===== config.mk =====
export PLATFORM = sky130hd
export DESIGN_NAME = prime_sieve_lister
export DESIGN_NICKNAME = d
export VERILOG_FILES = /design/src/rtl/psl_pkg.sv /design/src/rtl/psl_front.sv /design/src/rtl/psl_engine.sv /design/src/rtl/prime_sieve_lister.sv
export SDC_FILE = /design/constraint.sdc
export NUM_CORES = 1
export LEC_CHECK = 0
export BUFFER_PORTS_ARGS = -buffer_cell sky130_fd_sc_hd__buf_4
export CAP_MARGIN = 10
export CORE_ASPECT_RATIO = 0.75
export CORE_UTILIZATION = 60
export DETAILED_ROUTE_END_ITERATION = 8
export HOLD_SLACK_MARGIN = 0.03
export PLACE_DENSITY = 0.73
export REMOVE_ABC_BUFFERS = 1
export SLEW_MARGIN = 5
export SYNTH_ARGS = -nofsm -noshare
export SYNTH_HDL_FRONTEND = slang
export SYNTH_SLANG_ARGS = --single-unit

===== constraint.sdc =====
create_clock -name clock -period 32.5 [get_ports clock]
set_input_delay 4.875 -clock clock [delete_from_list [all_inputs] [get_ports clock]]
set_output_delay 4.875 -clock clock [all_outputs]
set_load 0.03 [all_outputs]

===== src/rtl/psl_pkg.sv =====
// ----------------------------------------------------------------------------
// psl_pkg : shared types and constants of the prime sieve lister
// Field widths, the job word passed from front to engine, fixed constants.
// ----------------------------------------------------------------------------
`default_nettype none

package psl_pkg;

   localparam int LIMIT_W     = 9;   // width of the limit field
   localparam int PRIME_W     = 8;   // width of a listed prime
   localparam int MIN_LIMIT   = 3;   // smallest limit that has a prime below it
   localparam int FIRST_PRIME = 2;   // first index that is sieved and scanned
   localparam int QUEUE_DEPTH = 2;   // jobs held between front and engine

   // one job as classified by the front
   typedef struct packed {
      logic [LIMIT_W-1:0] n;        // limit, already saturated
      logic               trivial;  // no prime below n
   } job_type;

endpackage : psl_pkg

`default_nettype wire


===== src/rtl/psl_front.sv =====
// ----------------------------------------------------------------------------
// psl_front : request intake
// Saturates the limit, flags limits without primes and queues the job.
// ----------------------------------------------------------------------------
`default_nettype none

module psl_front
   import psl_pkg::*;
#(
   parameter int SIEVE_SIZE = 256
) (
   input  wire                clock,
   input  wire                reset,
   input  wire                req_valid,
   output logic               req_ready,
   input  wire [LIMIT_W-1:0]  req_limit,
   output logic               job_valid,
   input  wire                job_ready,
   output job_type            job
);

   localparam int PTR_W = $clog2(QUEUE_DEPTH);
   localparam int CNT_W = $clog2(QUEUE_DEPTH + 1);

   job_type            ent_ff [QUEUE_DEPTH];
   logic [PTR_W-1:0]   wr_ptr_ff, wr_ptr_in;
   logic [PTR_W-1:0]   rd_ptr_ff, rd_ptr_in;
   logic [CNT_W-1:0]   count_ff,  count_in;
   logic [LIMIT_W-1:0] n_sat;
   logic               push, pop;
   job_type            job_new;

   assign n_sat = (req_limit > LIMIT_W'(SIEVE_SIZE)) ? LIMIT_W'(SIEVE_SIZE) : req_limit;

   always_comb begin
      job_new.n       = n_sat;
      job_new.trivial = (n_sat < LIMIT_W'(MIN_LIMIT));
   end

   assign req_ready = (count_ff != CNT_W'(QUEUE_DEPTH));
   assign job_valid = (count_ff != '0);
   assign job       = ent_ff[rd_ptr_ff];
   assign push      = req_valid && req_ready;
   assign pop       = job_valid && job_ready;

   always_comb begin
      wr_ptr_in = wr_ptr_ff;
      rd_ptr_in = rd_ptr_ff;
      count_in  = count_ff;
      if (push) begin
         wr_ptr_in = (wr_ptr_ff == PTR_W'(QUEUE_DEPTH - 1)) ? '0 : wr_ptr_ff + 1'b1;
      end
      if (pop) begin
         rd_ptr_in = (rd_ptr_ff == PTR_W'(QUEUE_DEPTH - 1)) ? '0 : rd_ptr_ff + 1'b1;
      end
      if (push && !pop) begin
         count_in = count_ff + 1'b1;
      end else if (pop && !push) begin
         count_in = count_ff - 1'b1;
      end
   end

   always_ff @(posedge clock) begin
      if (reset) begin
         wr_ptr_ff <= '0;
         rd_ptr_ff <= '0;
         count_ff  <= '0;
      end else begin
         wr_ptr_ff <= wr_ptr_in;
         rd_ptr_ff <= rd_ptr_in;
         count_ff  <= count_in;
      end
   end

   always_ff @(posedge clock) begin
      if (push) begin
         ent_ff[wr_ptr_ff] <= job_new;
      end
   end

endmodule : psl_front

`default_nettype wire


===== src/rtl/psl_engine.sv =====
// ----------------------------------------------------------------------------
// psl_engine : sieve engine
// Clears the mark store, marks multiples of each factor, scans and emits.
// ----------------------------------------------------------------------------
`default_nettype none

module psl_engine
   import psl_pkg::*;
#(
   parameter int SIEVE_SIZE = 256
) (
   input  wire                clock,
   input  wire                reset,
   input  wire                job_valid,
   output logic               job_ready,
   input  job_type            job,
   output logic               rsp_valid,
   input  wire                rsp_ready,
   output logic [PRIME_W-1:0] rsp_prime_value,
   output logic               rsp_valid_res,
   output logic               rsp_last
);

   localparam int AW = $clog2(SIEVE_SIZE);
   localparam int CW = $clog2(SIEVE_SIZE + 1) + 1;  // headroom for i + f and f*f

   typedef enum logic [7:0] {
      ST_IDLE     = 8'b0000_0001,
      ST_CLEAR    = 8'b0000_0010,
      ST_FACTOR   = 8'b0000_0100,
      ST_MARK     = 8'b0000_1000,
      ST_SCAN_RD  = 8'b0001_0000,
      ST_SCAN_CHK = 8'b0010_0000,
      ST_FLUSH    = 8'b0100_0000,
      ST_EMPTY    = 8'b1000_0000
   } state_type;

   state_type          state_ff, state_in;
   logic [CW-1:0]      n_ff, n_in;
   logic [CW-1:0]      idx_ff, idx_in;
   logic [CW-1:0]      fac_ff, fac_in;
   logic [CW-1:0]      sq_ff, sq_in;
   logic [CW-1:0]      pend_ff, pend_in;
   logic [CW-1:0]      idx_inc;

   // mark store
   logic               marks [SIEVE_SIZE];
   logic               mark_we, mark_wd, mark_re;
   logic               mark_rd_ff;

   // result register
   logic               out_valid_ff, out_valid_in;
   logic [PRIME_W-1:0] out_prime_ff, out_prime_in;
   logic               out_res_ff, out_res_in;
   logic               out_last_ff, out_last_in;
   logic               out_free, out_load;

   assign out_free  = !out_valid_ff || rsp_ready;
   assign job_ready = (state_ff == ST_IDLE);
   assign idx_inc   = idx_ff + 1'b1;

   always_comb begin
      state_in     = state_ff;
      n_in         = n_ff;
      idx_in       = idx_ff;
      fac_in       = fac_ff;
      sq_in        = sq_ff;
      pend_in      = pend_ff;
      mark_we      = 1'b0;
      mark_wd      = 1'b0;
      mark_re      = 1'b0;
      out_load     = 1'b0;
      out_prime_in = out_prime_ff;
      out_res_in   = out_res_ff;
      out_last_in  = out_last_ff;

      case (state_ff)
         ST_IDLE: begin
            if (job_valid) begin
               n_in   = CW'(job.n);
               idx_in = '0;
               state_in = job.trivial ? ST_EMPTY : ST_CLEAR;
            end
         end
         ST_CLEAR: begin
            mark_we = 1'b1;
            idx_in  = idx_inc;
            if (idx_inc >= n_ff) begin
               fac_in   = CW'(FIRST_PRIME);
               sq_in    = CW'(FIRST_PRIME * FIRST_PRIME);
               state_in = ST_FACTOR;
            end
         end
         ST_FACTOR: begin
            if (sq_ff > n_ff) begin
               idx_in   = CW'(FIRST_PRIME);
               state_in = ST_SCAN_RD;
            end else begin
               idx_in   = fac_ff << 1;
               state_in = ST_MARK;
            end
         end
         ST_MARK: begin
            if (idx_ff < n_ff) begin
               mark_we = 1'b1;
               mark_wd = 1'b1;
               idx_in  = idx_ff + fac_ff;
            end else begin
               // (f+1)^2 = f^2 + 2f + 1
               fac_in   = fac_ff + 1'b1;
               sq_in    = sq_ff + (fac_ff << 1) + 1'b1;
               state_in = ST_FACTOR;
            end
         end
         ST_SCAN_RD: begin
            mark_re  = 1'b1;
            state_in = ST_SCAN_CHK;
         end
         ST_SCAN_CHK: begin
            // a prime found here releases the held one, which is then not last
            if (!mark_rd_ff && idx_ff != CW'(FIRST_PRIME) && !out_free) begin
               state_in = ST_SCAN_CHK;
            end else begin
               if (!mark_rd_ff) begin
                  if (idx_ff != CW'(FIRST_PRIME)) begin
                     out_load     = 1'b1;
                     out_prime_in = PRIME_W'(pend_ff);
                     out_res_in   = 1'b1;
                     out_last_in  = 1'b0;
                  end
                  pend_in = idx_ff;
               end
               idx_in   = idx_inc;
               state_in = (idx_inc >= n_ff) ? ST_FLUSH : ST_SCAN_RD;
            end
         end
         ST_FLUSH: begin
            if (out_free) begin
               out_load     = 1'b1;
               out_prime_in = PRIME_W'(pend_ff);
               out_res_in   = 1'b1;
               out_last_in  = 1'b1;
               state_in     = ST_IDLE;
            end
         end
         ST_EMPTY: begin
            if (out_free) begin
               out_load     = 1'b1;
               out_prime_in = '0;
               out_res_in   = 1'b0;
               out_last_in  = 1'b1;
               state_in     = ST_IDLE;
            end
         end
         default: begin
            state_in = ST_IDLE;
         end
      endcase
   end

   always_comb begin
      out_valid_in = out_valid_ff;
      if (out_load) begin
         out_valid_in = 1'b1;
      end else if (rsp_ready) begin
         out_valid_in = 1'b0;
      end
   end

   always_ff @(posedge clock) begin
      if (reset) begin
         state_ff     <= ST_IDLE;
         out_valid_ff <= 1'b0;
      end else begin
         state_ff     <= state_in;
         out_valid_ff <= out_valid_in;
      end
   end

   always_ff @(posedge clock) begin
      n_ff    <= n_in;
      idx_ff  <= idx_in;
      fac_ff  <= fac_in;
      sq_ff   <= sq_in;
      pend_ff <= pend_in;
      if (out_load) begin
         out_prime_ff <= out_prime_in;
         out_res_ff   <= out_res_in;
         out_last_ff  <= out_last_in;
      end
   end

   // single port bit store, registered read
   always_ff @(posedge clock) begin
      if (mark_we) begin
         marks[idx_ff[AW-1:0]] <= mark_wd;
      end
      if (mark_re) begin
         mark_rd_ff <= marks[idx_ff[AW-1:0]];
      end
   end

   assign rsp_valid       = out_valid_ff;
   assign rsp_prime_value = out_prime_ff;
   assign rsp_valid_res   = out_res_ff;
   assign rsp_last        = out_last_ff;

endmodule : psl_engine

`default_nettype wire


===== src/rtl/prime_sieve_lister.sv =====
// Throughput: one transaction at a time in the engine; two more wait in the front queue.
// Limits below three give a single empty, final result.
// Reset: synchronous, active high; clears queue and engine control, marks are cleared
//   per transaction by a sweep over the first n entries, so no clearing pass follows reset.
// ----------------------------------------------------------------------------
// prime_sieve_lister : sieve of Eratosthenes prime lister
// Lists, in ascending order, the primes below each requested limit.
// ----------------------------------------------------------------------------
`default_nettype none

module prime_sieve_lister
   import psl_pkg::*;
#(
   parameter int SIEVE_SIZE = 256
) (
   input  wire                clock,
   input  wire                reset,
   // request channel: one limit per transaction
   input  wire                req_valid,
   output logic               req_ready,
   input  wire [LIMIT_W-1:0]  req_limit,
   // result channel: one prime or one empty result per transaction, last flags the final one
   output logic               rsp_valid,
   input  wire                rsp_ready,
   output logic [PRIME_W-1:0] rsp_prime_value,
   output logic               rsp_valid_res,
   output logic               rsp_last
);

   job_type job;
   logic    job_valid;
   logic    job_ready;

   // front: saturate limit, flag the no-prime case, queue the job
   psl_front #(
      .SIEVE_SIZE (SIEVE_SIZE)
   ) u_front (
      .clock     (clock),
      .reset     (reset),
      .req_valid (req_valid),
      .req_ready (req_ready),
      .req_limit (req_limit),
      .job_valid (job_valid),
      .job_ready (job_ready),
      .job       (job)
   );

   // engine: clear, mark multiples, scan; one prime is held back so that
   // the last flag can be set once the scan reaches the limit
   psl_engine #(
      .SIEVE_SIZE (SIEVE_SIZE)
   ) u_engine (
      .clock           (clock),
      .reset           (reset),
      .job_valid       (job_valid),
      .job_ready       (job_ready),
      .job             (job),
      .rsp_valid       (rsp_valid),
      .rsp_ready       (rsp_ready),
      .rsp_prime_value (rsp_prime_value),
      .rsp_valid_res   (rsp_valid_res),
      .rsp_last        (rsp_last)
   );

   // the no-prime result is always the only and final one
   a_empty_is_last : assert property (@(posedge clock) disable iff (reset)
      (rsp_valid && !rsp_valid_res) |-> rsp_last)
      else $error("empty result without last");

   // a listed prime lies in the sieved range
   a_prime_range : assert property (@(posedge clock) disable iff (reset)
      (rsp_valid && rsp_valid_res) |->
         (rsp_prime_value >= PRIME_W'(FIRST_PRIME)) &&
         (int'(rsp_prime_value) < SIEVE_SIZE))
      else $error("prime out of range");

   // primes of one list rise strictly, checked across back-to-back accepted results
   a_ascending : assert property (@(posedge clock) disable iff (reset)
      (rsp_valid && rsp_ready && rsp_valid_res && !rsp_last) ##1 (rsp_valid && rsp_ready)
         |-> (rsp_prime_value > $past(rsp_prime_value)))
      else $error("primes not ascending");

endmodule : prime_sieve_lister

`default_nettype wire


==> results.md <==
- Synthesized area: 16400 um2
- R2r setup slk: 27.57 ns
- Detail Route Antenna Nets: 0
- Sequential area share after synthesis: 62.7%
- Number of DRC markers in iteration 0: 954
- RSZ-0062 raised after global routing: no
- Fillers: 1994
- Leak Pwr: 0.00518 uW
- Final hold vios: 0
- GRT overflow: 0
- Start-to-end type of the worst setup path: reg -> out
- Worst hold start: u_front.rd_ptr_ff
- Worst-path fanout max: 5
- Io pins: 25
- Finished Core Util: 66.7%
- First-pass GRT wire length: 55.7 mm
- Post-DP Area: 16800 um2
- Tcrit/Tclk final: 18.9%
- Largest net degree at the start of global routing: 137
- RR Startpoint: u_engine.idx_ff[1]
- Clock Sinks: 348
- Met2 usage: 37.0%
- GR peak layer: met1
- Post-CTS Setup Inserts: 0
- DR vias: 9903
- Vias in the first global route: 9541
- Wire per inst: 22.6 um
- Post-synth EDFFs: 334
- WL final: 36.0 mm
- Share of post-route cells with drive strength above 1: 15.1%
- Hold WC Path Type: reg -> reg
- Crit path DAT: 1.28 ns
- Max Root-Sink Buffers: 3
- Final Setup Violations: 0
- Post-CTS Resized: 0
- CP required: 27.62 ns
- N_diodes: 0
- Storage cell area: 10300 um2
- Setup ws final: 26.35 ns
- Starting Density: 61.0%
- Commonest non-fill, non-tap cells in the layout: edfxtp_1 (334), nor2_1 (308), mux4_2 (64)
- Hold Crit Depth: 2
- Worst-margin pin slew: 1.20 ns
- Crit path launch type: flip-flop
- Share of synthesized flip-flops with an asynchronous set or reset: 0%
- H-tree levels: 2
- Final min period: 6.15 ns
- Reg-to-Reg End: u_engine.marks[214]
- Cts hold-fix bufs: 0
- Synth Register Bits: 348
- Nets: 1285
- Worst VDD drop: 0.0417 mV
- Die area: 28100 um2
- Most common cell after layout, fill and taps aside: edfxtp_1
- Primary FF master, synth: edfxtp_1
- CP Launch Point: u_front.count_ff[0]
- Chip width: 193 um
- Synth unique cells: 63
- Buffers added on ports: 24
- F_max: 0.163 GHz
- DRC viols: 4
- Detailed Place HPWL: 21.5 mm
- Cts bufs inserted: 35
- GR Util met3: 6.32%
- CP endpoint kind: output pin
- Initial antenna violation count: 0
- # rows: 52
- Max-Cap Viols: 0
- GPL Wtd Cong: 0.892
- Tot GR Track Use: 26.5%
- DR vias/cell: 6.21
- P per Cell Area: 75.6 nW/um2
- Final Instance Area: 18000 um2
- Clock Skews: 0.0200 ns
- Fin Setup TNS: 0 ns
- Die height: 145 um
- Placeable core area: 26900 um2
- Hold Crit Endpoint: u_front.rd_ptr_ff
- R2R cell count: 10
- TritonCTS clock tree: done
- Mapped Cells: 1214
- Clock Pin Slew Worst Setup and Hold Paths: 0.06 ns
- Clk_lat worst skew: 0.52 ns
- Synth-to-Final Area Change: 9.34%
- Status: finished, violations left
- Violated checks: DRC
- Total number of yosys warnings: 0
- Post-placement setup slack: 26.19 ns
- Area of the multi-input gates: 5680 um2
- Total power: 1360 uW
- Slew headroom: 20.1%
- Clk root buf: clkbuf_16
- M1 GR Usage: 42.2%
- Synth Area per Inst: 13.5 um2
- First drt pass iteration count: 7
- Max-slew violations: 0
[critical path, cell delays in order (launching register included)]
cell	delay [ns]
dfxtp_1	0.42
nand2b_1	0.17
buf_4	0.17
[cell usage after synthesis (3+ instances only)]
cell,n,area share [%]
a2111oi_0,3,0.16
a21o_1,17,0.78
a21oi_1,21,0.64
a221o_1,6,0.37
a22oi_1,17,0.78
a31oi_1,6,0.23
and2_1,14,0.53
and3_1,5,0.19
buf_1,9,0.21
buf_2,14,0.43
buf_6,10,0.69
clkbuf_1,33,0.75
dfxtp_1,14,1.7
edfxtp_1,334,61
ha_1,51,3.9
inv_1,25,0.57
mux2_2,9,0.62
mux2i_1,9,0.55
mux4_2,64,8.8
nand2_1,52,1.2
nand2b_1,4,0.15
nand3_1,30,0.91
nand3_4,10,1.1
nand4_1,5,0.19
nor2_1,308,7.0
nor2_2,5,0.19
nor2b_1,22,0.84
nor3_1,16,0.49
nor4_1,5,0.19
o21a_1,6,0.27
o21ai_0,16,0.49
xnor2_1,22,1.2
xor2_1,15,0.80
[metrics by stage]
step	std cells	hold WS [ns]
final	1594	0.516
after global routing	1594	0.532
after CTS	1594	0.513
after detailed placement	1533	0.495
after global placement	1533	0.485
after floorplan	1147	0.472
[area by class of cell]
| class | instances | share of cell area (%) |
|---|---|---|
| clock inverter | 22 | 1.52 |
| inverter | 26 | 0.543 |
| sequential | 348 | 57.4 |
| tap | 351 | 2.44 |
| multi-input combinational | 773 | 31.6 |
| clock buffer | 39 | 5.07 |
| timing repair buffer | 35 | 1.46 |
[per-layer routing]
layer  part of all wire (%)  vias to the layer above
li1                       -                     4496
met2                     44                      405
met1                     45                     4951
met3                    9.1                       51
met5                      0                        -
met4                    1.8                        0
[report_power, final]
| part | total [uW] | switching [uW] | internal (uW) |
|---|---|---|---|
| sequential | 558 | 37.8 | 520 |
| combinational | 382 | 242 | 140 |
| clock | 419 | 169 | 250 |
| total | 1360 | 449 | 910 |
[state kept, by name (all words and copies together) (netlist names), 8 cells and up, named ones only]
signal and count:
u_engine.idx_ff 10, u_engine.pend_ff 8, u_engine.fac_ff 10, u_engine.sq_ff 10, u_front.ent_ff 20, u_engine.marks 256
u_engine.state_ff 8, u_engine.n_ff 9, u_engine.rsp_prime_value 8
[logic make-up after synthesis]
kind of cell | Yosys count | share of synthesized area [%]
and+or+nand+nor | 491 | 13.8
muxes | 82 | 9.93
AOI/OAI and AO/OA | 110 | 4.70
DFF | 348 | 62.7
adders and majority gates | 53 | 4.13
buffers and inverters | 93 | 2.79
xor gates and xnor gates | 37 | 1.97
[worst max-delay path by stage]
stage / to / slack, ns / cells after the start
2_1_floorplan: u_engine.fac_ff[0] / 14.82 / 9
3_3_place_gp: u_engine.pend_ff[0] / 26.24 / 4
3_5_place_dp: u_engine.pend_ff[0] / 26.19 / 4
4_1_cts: req_ready / 26.34 / 2
5_1_grt: req_ready / 26.27 / 2
6_report: req_ready / 26.35 / 2
Power figures use the tool's default switching activity.
